`src/rtl/core/assert_macros.svh`:
```
// Assertion macros shared by the deframer RTL.
`ifndef ASSERT_MACROS_SVH
`define ASSERT_MACROS_SVH

// Check a property on every rising clock edge outside reset.
`define HHD_ASSERT(label, prop, msg) \
  label: assert property (@(posedge clk_i) disable iff (!rst_ni) (prop)) else $error(msg);

// Check that a condition in one cycle implies a consequence in the next cycle.
`define HHD_ASSERT_NEXT(label, ante, cons, msg) \
  `HHD_ASSERT(label, (ante) |=> (cons), msg)

`endif

```
`src/rtl/core/hhd_pkg.sv`:
```
// Types, codes and helpers for the HCI H4 receive deframer.
`default_nettype none

package hhd_pkg;

  // Parser phase.
  typedef enum logic [1:0] {
    PH_IDLE = 2'd0,
    PH_PRE  = 2'd1,
    PH_PAY  = 2'd2
  } phase_e;

  // Result kind.
  typedef enum logic [1:0] {
    KIND_TYPE = 2'd0,
    KIND_BYTE = 2'd1,
    KIND_DROP = 2'd2
  } kind_e;

  // H4 packet type codes.
  localparam logic [2:0] PKT_NONE = 3'd0;
  localparam logic [2:0] PKT_CMD  = 3'd1;
  localparam logic [2:0] PKT_ACL  = 3'd2;
  localparam logic [2:0] PKT_SCO  = 3'd3;
  localparam logic [2:0] PKT_EVT  = 3'd4;

  // Preamble byte counts per type.
  localparam logic [2:0] PRE_CMD = 3'd3;
  localparam logic [2:0] PRE_ACL = 3'd4;
  localparam logic [2:0] PRE_SCO = 3'd3;
  localparam logic [2:0] PRE_EVT = 3'd2;

  // Offset within preamble plus payload.
  localparam int unsigned OffW = 17;
  // Offset where the ACL length low byte sits.
  localparam logic [OffW-1:0] AclLenLoOff = 17'd2;

  // One result transaction.
  typedef struct packed {
    kind_e            kind;
    logic [7:0]       out_byte;
    logic [2:0]       packet_type;
    logic [OffW-1:0]  byte_offset;
    logic             is_last;
    logic [OffW-1:0]  total_length;
  } hhd_result_t;

  // Preamble length for a valid type code.
  function automatic logic [2:0] pre_size(input logic [2:0] ptype);
    logic [2:0] size;
    unique case (ptype)
      PKT_CMD: size = PRE_CMD;
      PKT_ACL: size = PRE_ACL;
      PKT_SCO: size = PRE_SCO;
      PKT_EVT: size = PRE_EVT;
      default: size = 3'd0;
    endcase
    return size;
  endfunction

endpackage

`default_nettype wire

```
`src/rtl/core/hhd_in_if.sv`:
```
// Byte input channel of the deframer.
`default_nettype none

interface hhd_in_if;
  logic       valid;
  logic       ready;
  logic [7:0] rx_byte;

  modport source (output valid, output rx_byte, input ready);
  modport sink (input valid, input rx_byte, output ready);
endinterface

`default_nettype wire

```
`src/rtl/core/hhd_out_if.sv`:
```
// Result output channel of the deframer.
`default_nettype none

interface hhd_out_if;
  logic        valid;
  logic        ready;
  logic [1:0]  kind;
  logic [7:0]  out_byte;
  logic [2:0]  packet_type;
  logic [16:0] byte_offset;
  logic        is_last;
  logic [16:0] total_length;

  modport source (output valid, output kind, output out_byte, output packet_type,
                  output byte_offset, output is_last, output total_length,
                  input ready);
  modport sink (input valid, input kind, input out_byte, input packet_type,
                input byte_offset, input is_last, input total_length,
                output ready);
endinterface

`default_nettype wire

```
`src/rtl/core/hci_h4_uart_packet_deframer_unit.sv`:
```
// HCI H4 UART receive deframer, top level.
//
// in_i carries one received UART byte per transaction; out_o returns exactly
// one result per accepted byte: type byte accepted, packet byte (with type,
// offset, last flag and total length on the final byte) or bad type dropped.
// Both channels use valid/ready; a transaction completes when both are high.
//
// Latency: the result of a byte appears on out_o in the cycle after it is
// accepted. Throughput: one byte per cycle while out_o is not stalled,
// set by the single parser update between byte input and result register.
//
// The result register holds one transaction. While out_o is stalled with a
// result pending, in_i.ready drops and nothing is lost; a byte is taken again
// in the same cycle that the pending result is taken.
//
// Reset clears the parser to idle (awaiting a type byte) and empties the
// result register; no clearing pass is needed.
`default_nettype none
`include "assert_macros.svh"

module hci_h4_uart_packet_deframer_unit
  import hhd_pkg::*;
(
  input  wire logic   clk_i,
  input  wire logic   rst_ni,
  hhd_in_if.sink      in_i,
  hhd_out_if.source   out_o
);

  hhd_result_t res;
  hhd_result_t res_q;
  logic        valid_q;
  logic        step;

  // Accept a byte when the result register is free or being drained.
  assign in_i.ready = !valid_q || out_o.ready;
  assign step       = in_i.valid && in_i.ready;

  hhd_parser u_parser (
    .clk_i     (clk_i),
    .rst_ni    (rst_ni),
    .step_i    (step),
    .rx_byte_i (in_i.rx_byte),
    .res_o     (res)
  );

  // Track result register occupancy.
  always_ff @(posedge clk_i or negedge rst_ni) begin
    if (!rst_ni) begin
      valid_q <= 1'b0;
    end else if (step) begin
      valid_q <= 1'b1;
    end else if (out_o.ready) begin
      valid_q <= 1'b0;
    end
  end

  // Load the result payload.
  always_ff @(posedge clk_i) begin
    if (step) begin
      res_q <= res;
    end
  end

  assign out_o.valid        = valid_q;
  assign out_o.kind         = res_q.kind;
  assign out_o.out_byte     = res_q.out_byte;
  assign out_o.packet_type  = res_q.packet_type;
  assign out_o.byte_offset  = res_q.byte_offset;
  assign out_o.is_last      = res_q.is_last;
  assign out_o.total_length = res_q.total_length;

  `HHD_ASSERT(a_ready_when_empty, !valid_q |-> in_i.ready,
              "input stalled while result register empty")
  `HHD_ASSERT_NEXT(a_step_fills, step, valid_q,
                   "accepted byte produced no result")
  `HHD_ASSERT_NEXT(a_hold_stalled_result, out_o.valid && !out_o.ready,
                   out_o.valid && $stable(res_q), "stalled result changed")

endmodule

`default_nettype wire

```
`src/rtl/core/hhd_parser.sv`:
```
// H4 packet parser: state registers and per-byte result logic.
`default_nettype none
`include "assert_macros.svh"

module hhd_parser
  import hhd_pkg::*;
(
  input  wire logic        clk_i,
  input  wire logic        rst_ni,
  input  wire logic        step_i,
  input  wire logic [7:0]  rx_byte_i,
  output hhd_result_t      res_o
);

  phase_e           phase_q, phase_d;
  logic [2:0]       type_q, type_d;
  logic [15:0]      remain_q, remain_d;
  logic [7:0]       acl_lo_q, acl_lo_d;
  logic [OffW-1:0]  offset_q, offset_d;
  logic [2:0]       pre_q, pre_d;

  logic [15:0]      remain_dec;
  logic [OffW-1:0]  offset_inc;
  logic [15:0]      pay_len;
  logic [7:0]       acl_lo_cur;

  // Hold state, advance only on an accepted byte.
  always_ff @(posedge clk_i or negedge rst_ni) begin
    if (!rst_ni) begin
      phase_q  <= PH_IDLE;
      type_q   <= PKT_NONE;
      remain_q <= '0;
      acl_lo_q <= '0;
      offset_q <= '0;
      pre_q    <= '0;
    end else if (step_i) begin
      phase_q  <= phase_d;
      type_q   <= type_d;
      remain_q <= remain_d;
      acl_lo_q <= acl_lo_d;
      offset_q <= offset_d;
      pre_q    <= pre_d;
    end
  end

  assign remain_dec = remain_q - 16'd1;
  assign offset_inc = offset_q + 17'd1;
  assign acl_lo_cur = (offset_q == AclLenLoOff) ? rx_byte_i : acl_lo_q;
  assign pay_len    = (type_q == PKT_ACL) ? {rx_byte_i, acl_lo_cur} : {8'd0, rx_byte_i};

  // Next state and result for the byte at the input.
  always_comb begin
    phase_d  = phase_q;
    type_d   = type_q;
    remain_d = remain_q;
    acl_lo_d = acl_lo_q;
    offset_d = offset_q;
    pre_d    = pre_q;

    res_o.kind         = KIND_BYTE;
    res_o.out_byte     = rx_byte_i;
    res_o.packet_type  = type_q;
    res_o.byte_offset  = offset_q;
    res_o.is_last      = 1'b0;
    res_o.total_length = '0;

    unique case (phase_q)
      PH_PRE: begin
        acl_lo_d = acl_lo_cur;
        offset_d = offset_inc;
        remain_d = remain_dec;
        if (remain_dec == 16'd0) begin
          if (pay_len == 16'd0) begin
            // Zero-length packet ends on its last preamble byte.
            phase_d            = PH_IDLE;
            res_o.is_last      = 1'b1;
            res_o.total_length = {14'd0, pre_q};
          end else begin
            remain_d = pay_len;
            phase_d  = PH_PAY;
          end
        end
      end
      PH_PAY: begin
        offset_d = offset_inc;
        if (remain_q <= 16'd1) begin
          remain_d           = '0;
          phase_d            = PH_IDLE;
          res_o.is_last      = 1'b1;
          res_o.total_length = offset_inc;
        end else begin
          remain_d = remain_dec;
        end
      end
      default: begin
        // Idle, and the unused phase code behaves as idle.
        phase_d           = PH_IDLE;
        res_o.out_byte    = '0;
        res_o.byte_offset = '0;
        if (rx_byte_i >= 8'd1 && rx_byte_i <= 8'd4) begin
          type_d            = rx_byte_i[2:0];
          pre_d             = pre_size(rx_byte_i[2:0]);
          remain_d          = {13'd0, pre_size(rx_byte_i[2:0])};
          acl_lo_d          = '0;
          offset_d          = '0;
          phase_d           = PH_PRE;
          res_o.kind        = KIND_TYPE;
          res_o.packet_type = rx_byte_i[2:0];
        end else begin
          // Drop a bad type byte and stay idle.
          res_o.kind        = KIND_DROP;
          res_o.packet_type = PKT_NONE;
        end
      end
    endcase
  end

  `HHD_ASSERT_NEXT(a_last_goes_idle, step_i && res_o.is_last, phase_q == PH_IDLE,
                   "last byte did not return parser to idle")
  `HHD_ASSERT_NEXT(a_type_starts_pre, step_i && res_o.kind == KIND_TYPE,
                   phase_q == PH_PRE && offset_q == '0,
                   "type byte did not start a preamble at offset zero")
  `HHD_ASSERT_NEXT(a_offset_advances, step_i && res_o.kind == KIND_BYTE,
                   offset_q == OffW'($past(offset_q) + 17'd1),
                   "packet byte did not advance the offset")

endmodule

`default_nettype wire
```
`src/flat_wrapper.sv`:
```
// flat-port wrapper written by rule: the top's interface ports become plain ports
module hci_h4_uart_packet_deframer_unit_flat import hhd_pkg::*;
  (clk_i, rst_ni, in_i_valid, in_i_rx_byte, in_i_ready, out_o_valid, out_o_kind, out_o_out_byte, out_o_packet_type, out_o_byte_offset, out_o_is_last, out_o_total_length, out_o_ready);
  hhd_in_if in_i_i ();
  hhd_out_if out_o_i ();
  input  wire logic clk_i;
  input  wire logic rst_ni;
  input wire logic [$bits(in_i_i.valid)-1:0] in_i_valid;
  input wire logic [$bits(in_i_i.rx_byte)-1:0] in_i_rx_byte;
  output wire logic [$bits(in_i_i.ready)-1:0] in_i_ready;
  output wire logic [$bits(out_o_i.valid)-1:0] out_o_valid;
  output wire logic [$bits(out_o_i.kind)-1:0] out_o_kind;
  output wire logic [$bits(out_o_i.out_byte)-1:0] out_o_out_byte;
  output wire logic [$bits(out_o_i.packet_type)-1:0] out_o_packet_type;
  output wire logic [$bits(out_o_i.byte_offset)-1:0] out_o_byte_offset;
  output wire logic [$bits(out_o_i.is_last)-1:0] out_o_is_last;
  output wire logic [$bits(out_o_i.total_length)-1:0] out_o_total_length;
  input wire logic [$bits(out_o_i.ready)-1:0] out_o_ready;
  assign in_i_i.valid = in_i_valid;
  assign in_i_i.rx_byte = in_i_rx_byte;
  assign in_i_ready = in_i_i.ready;
  assign out_o_valid = out_o_i.valid;
  assign out_o_kind = out_o_i.kind;
  assign out_o_out_byte = out_o_i.out_byte;
  assign out_o_packet_type = out_o_i.packet_type;
  assign out_o_byte_offset = out_o_i.byte_offset;
  assign out_o_is_last = out_o_i.is_last;
  assign out_o_total_length = out_o_i.total_length;
  assign out_o_i.ready = out_o_ready;
  hci_h4_uart_packet_deframer_unit u_core (.clk_i(clk_i), .rst_ni(rst_ni), .in_i(in_i_i), .out_o(out_o_i));
endmodule
```
`config.mk`:
```
export PLATFORM = sky130hd
export DESIGN_NAME = hci_h4_uart_packet_deframer_unit_flat
export DESIGN_NICKNAME = d
export VERILOG_FILES = /design/src/rtl/core/hhd_pkg.sv /design/src/rtl/core/hhd_in_if.sv /design/src/rtl/core/hhd_out_if.sv /design/src/rtl/core/hci_h4_uart_packet_deframer_unit.sv /design/src/rtl/core/hhd_parser.sv /design/src/flat_wrapper.sv
export VERILOG_INCLUDE_DIRS = /design/src /design/src/rtl/core
export SDC_FILE = /design/constraint.sdc
export NUM_CORES = 1
export LEC_CHECK = 0
export ABC_AREA = 1
export BUFFER_PORTS_ARGS = -buffer_cell sky130_fd_sc_hd__buf_4
export CAP_MARGIN = 30
export CELL_PAD_IN_SITES_DETAIL_PLACEMENT = 1
export CELL_PAD_IN_SITES_GLOBAL_PLACEMENT = 2
export CORE_MARGIN = 3
export CORE_UTILIZATION = 38
export CTS_CLUSTER_DIAMETER = 30
export CTS_CLUSTER_SIZE = 28
export DETAILED_ROUTE_END_ITERATION = 10
export PLACE_DENSITY = 0.88
export SKIP_CTS_REPAIR_TIMING = 1
export SLEW_MARGIN = 0
export SYNTH_ARGS = -nofsm -noshare
export SYNTH_HDL_FRONTEND = slang
export SYNTH_SLANG_ARGS = --single-unit
export TNS_END_PERCENT = 10
```
`constraint.sdc`:
```
create_clock -name clk_i -period 6.3 [get_ports clk_i]
set_input_delay 0.945 -clock clk_i [delete_from_list [all_inputs] [get_ports clk_i]]
set_output_delay 0.945 -clock clk_i [all_outputs]
set_load 0.005 [all_outputs]
```
==> summary.json <==
{
  "floorplan": {
    "core-area_um2": 14100,
    "die_ar_um2": 16200,
    "floorplan.initialDensity_pct": 39.6,
    "count_of_boundary_i_o_pins": 62,
    "total_number_of_placement_rows": 43,
    "fp.dieW_um": 127,
    "chipHeight_um": 127
  },
  "placement": {
    "detailed_place.area_um2": 6210,
    "gp_congestion": 0.797,
    "place_hpwl_um": 12300,
    "place_inst": 930,
    "count_of_buffers_from_port_buffering": 61
  },
  "critical_path": {
    "crit_chain": "buf_4, inv_1, nand2_1, nand2_1, inv_2, buf_4, nand2_1, nor2_4, inv_1, a21oi_1, nand2_1, nand2_1",
    "max_stage_delay_ns": 0.63,
    "critical_path_class": "input port to flip-flop",
    "worst_setup_path_start_kind": "input port",
    "crit_required_ns": 6.60,
    "crit_path_max_fanout": 52,
    "critPathSlowestCell": "nand2_1",
    "critical_path_most_common_cell": "nand2_1",
    "cp-end-kind": "flip-flop",
    "crit_arrival_ns": 3.42
  },
  "layout": {
    "flow.area_growth_from_synthesis_pct": 16.0,
    "final_cell_mix": "nand2_1 (195), nor2_1 (82), inv_1 (79)",
    "drive_above_1_share_pct": 19.6,
    "antenna-diode-count": 0,
    "fillers": 1754,
    "design_area_um2": 6500,
    "finish.cell_count_without_fillers": 946,
    "final_core_utilization_pct": 46.0,
    "most_common_cell_after_layout_fill_and_taps_aside": "nand2_1",
    "layout.nets": 779
  },
  "routing": {
    "detailed_routing_iterations_pass_1": 4,
    "drtAntennaViolNets": 0,
    "post-route-drc-count": 0,
    "drt_iter0_markers": 253,
    "wirelength_um": 16000,
    "route.detailed.vias_per_inst": 5.15,
    "num_vias": 4870,
    "drt-wirelength-per-cell_um": 16.9
  },
  "min_path": {
    "timing.hold.worst.class": "flip-flop to flip-flop"
  },
  "clocking": {
    "clock_insertion_delay_worst_skew_ns": 0.36,
    "number_of_clock_buffers_inserted_by_tritoncts": 9,
    "clock_transition_at_the_registers_of_the_reported_paths_ns": 0.07,
    "cts_max_path_buffers": 2,
    "clock-root-buffer": "clkbuf_16",
    "cts_tree": "yes",
    "htree_levels": 3,
    "cts_sinks": 98
  },
  "global_route": {
    "grt_start_max_net_pins": 53,
    "first_pass_grt_wire_length_um": 26800,
    "globalRouteTotalUtil_pct": 20.9,
    "grt_pass1_vias": 5138,
    "globalRoute.totalOverflow": 0,
    "grt_antenna_before_repair": 0
  },
  "synthesis": {
    "ys.flop_type": "dfrtp_1",
    "synthDominantCellAreaShare_pct": 25.7,
    "netlist.top_cell.by_area": "edfxtp_1",
    "synth_edf_count": 48,
    "mappedNetlistNets": 721,
    "synth_sequential_area_ratio_pct": 48.0,
    "synth-seq-cells": 98,
    "synth_cell_area_um2": 5610,
    "synthDistinctLibCells": 41,
    "postSynthAreaPerCell_um2": 7.98,
    "synth_async_sr_flop_share_pct": 51.0,
    "ys_top_cells_by_area": "edfxtp_1 (26%), dfrtp_1 (22%), nand2_1 (13%), nor2_1 (5.5%), inv_1 (5.4%)",
    "yosysWarnings": 0,
    "post_synth_inst_count": 703
  },
  "power_and_ir_drop": {
    "maximum_vdd_ir_drop_mv": 0.123,
    "power.static_leakage_nw": 2.88,
    "switching_portion_of_total_power_pct": 32.7,
    "seqPwrFrac_pct": 46.0,
    "clock_power_share_pct": 32.9,
    "power.switching_mw": 0.539,
    "power_frac_comb_pct": 21.1,
    "internal-power_mw": 1.11,
    "power_per_cell_area_nw_per_um2": 253
  },
  "timing": {
    "hold_violations": 0,
    "period_share_pct": 49.5,
    "timing.final.crit_period_ns": 3.12,
    "setup_viol_count_final": 0,
    "fin_tns_setup_ns": 0,
    "holdWs_ns": 0.513,
    "finClkSkew_ns": 0.00580,
    "maxSlewHeadroom_pct": 44.2,
    "rsz0062_at_grt": "no",
    "slew_violations": 0,
    "tightest_slew_ns": 0.832,
    "maxClockFrequency_mhz": 321
  },
  "job": {
    "max_cap_viol_count": 0
  },
  "run_status": {
    "outcome": "finished clean"
  }
}
-- sequential cells by signal (all words and copies together), names as in the netlist, 2 cells and up --
| register | cells |
|---|---|
| u_core.out_o.byte_offset | 17 |
| u_core.out_o.total_length | 17 |
| u_core.u_parser.offset_q | 17 |
| u_core.u_parser.remain_q | 16 |
| u_core.out_o.out_byte | 8 |
| u_core.u_parser.acl_lo_q | 8 |
| u_core.out_o.packet_type | 3 |
| u_core.u_parser.pre_q | 3 |
| u_core.u_parser.type_q | 3 |
| u_core.out_o.kind | 2 |
| u_core.u_parser.phase_q | 2 |
-- cell type report --
cell class,instances,area [µm²],share of cell area (%)
repair buffers,63,473,7.27
inverters,90,340,5.23
clock inverters,7,65.1,1.00
well taps,180,225,3.46
clock buffers,9,225,3.46
flip-flops and latches,98,2690,41.4
multi-input cells,499,2480,38.2
-- final timing paths --
check	from	endpoint	slack, ns	cells after the start
max	out_o_ready	u_core.u_parser.remain_q[14]$_DFFE_PN0P_	3.18	12
min	u_core.u_parser.acl_lo_q[1]$_DFFE_PN0P_	u_core.u_parser.acl_lo_q[1]$_DFFE_PN0P_	0.51	1
max reg2reg	u_core.u_parser.remain_q[0]$_DFFE_PN0P_	u_core.out_o.total_length[2]$_DFFE_PP_	3.29	9
min reg2reg	u_core.u_parser.acl_lo_q[1]$_DFFE_PN0P_	u_core.u_parser.acl_lo_q[1]$_DFFE_PN0P_	0.51	1
max in group asynchronous	rst_ni	u_core.u_parser.remain_q[13]$_DFFE_PN0P_	5.21	1
min in group asynchronous	rst_ni	u_core.u_parser.offset_q[10]$_DFFE_PN0P_	0.61	1
-- power groups by stage --
stage	combinational (mW)	sequential (mW)	clock, mW
2_1_floorplan	0.235	0.763	0
3_3_place_gp	0.337	0.768	0
3_5_place_dp	0.351	0.772	0
4_1_cts	0.352	0.759	0.551
5_1_grt	0.393	0.764	0.577
6_report	0.347	0.758	0.543
-- kinds of logic after synthesis --
| kind of cell | synth area share (%) |
|---|---|
| AND/OR/NAND/NOR | 34.0 |
| AO/OA/AOI/OAI | 7.61 |
| multiplexers | 1.21 |
| adder cells (fa/ha/maj) | 1.34 |
| flip-flops | 48.0 |
| XOR/XNOR | 0.156 |
| buffers and inverters | 7.70 |
-- stage by stage --
stage / setup slack, ns / total power [mW]
floorplan: 3.20 / 0.998
global placement: 2.93 / 1.11
detailed placement: 2.75 / 1.12
CTS: 3.13 / 1.66
global route: 2.83 / 1.73
finish: 3.18 / 1.65
-- per-layer routing --
metal  global-route usage (%)  part of all wire [%]  up-vias
li1                         -                     -     2384
met5                        0                     0        -
met2                     37.4                    52       77
met4                     6.12                   1.8        0
met3                     4.14                   3.4       21
met1                     25.2                    43     2388
-- synth_stat cells (2+ instances only) --
master	number
a21oi_1	26
nand2_1	195
nor2_1	82
nand4_1	5
o22ai_1	2
inv_2	8
nor2_4	11
nand3_1	59
nor2_2	7
clkbuf_1	7
o21ai_0	39
nor3_1	10
o21ai_2	2
edfxtp_1	48
buf_2	3
a22oi_1	2
ha_1	6
buf_1	3
o21ai_1	6
nand2_2	18
nand2_4	3
mux2_2	6
nand3_4	2
nand3_2	5
dfrtp_1	50
inv_1	80
nor3_2	4
-- worst max-delay path: cells and delay by family --
family | cells | cell delay [ns]
buf+inv | 5 | 0.88
simple gates | 6 | 1.39
compound gates | 1 | 0.15
(Power assumes the default switching activity.)
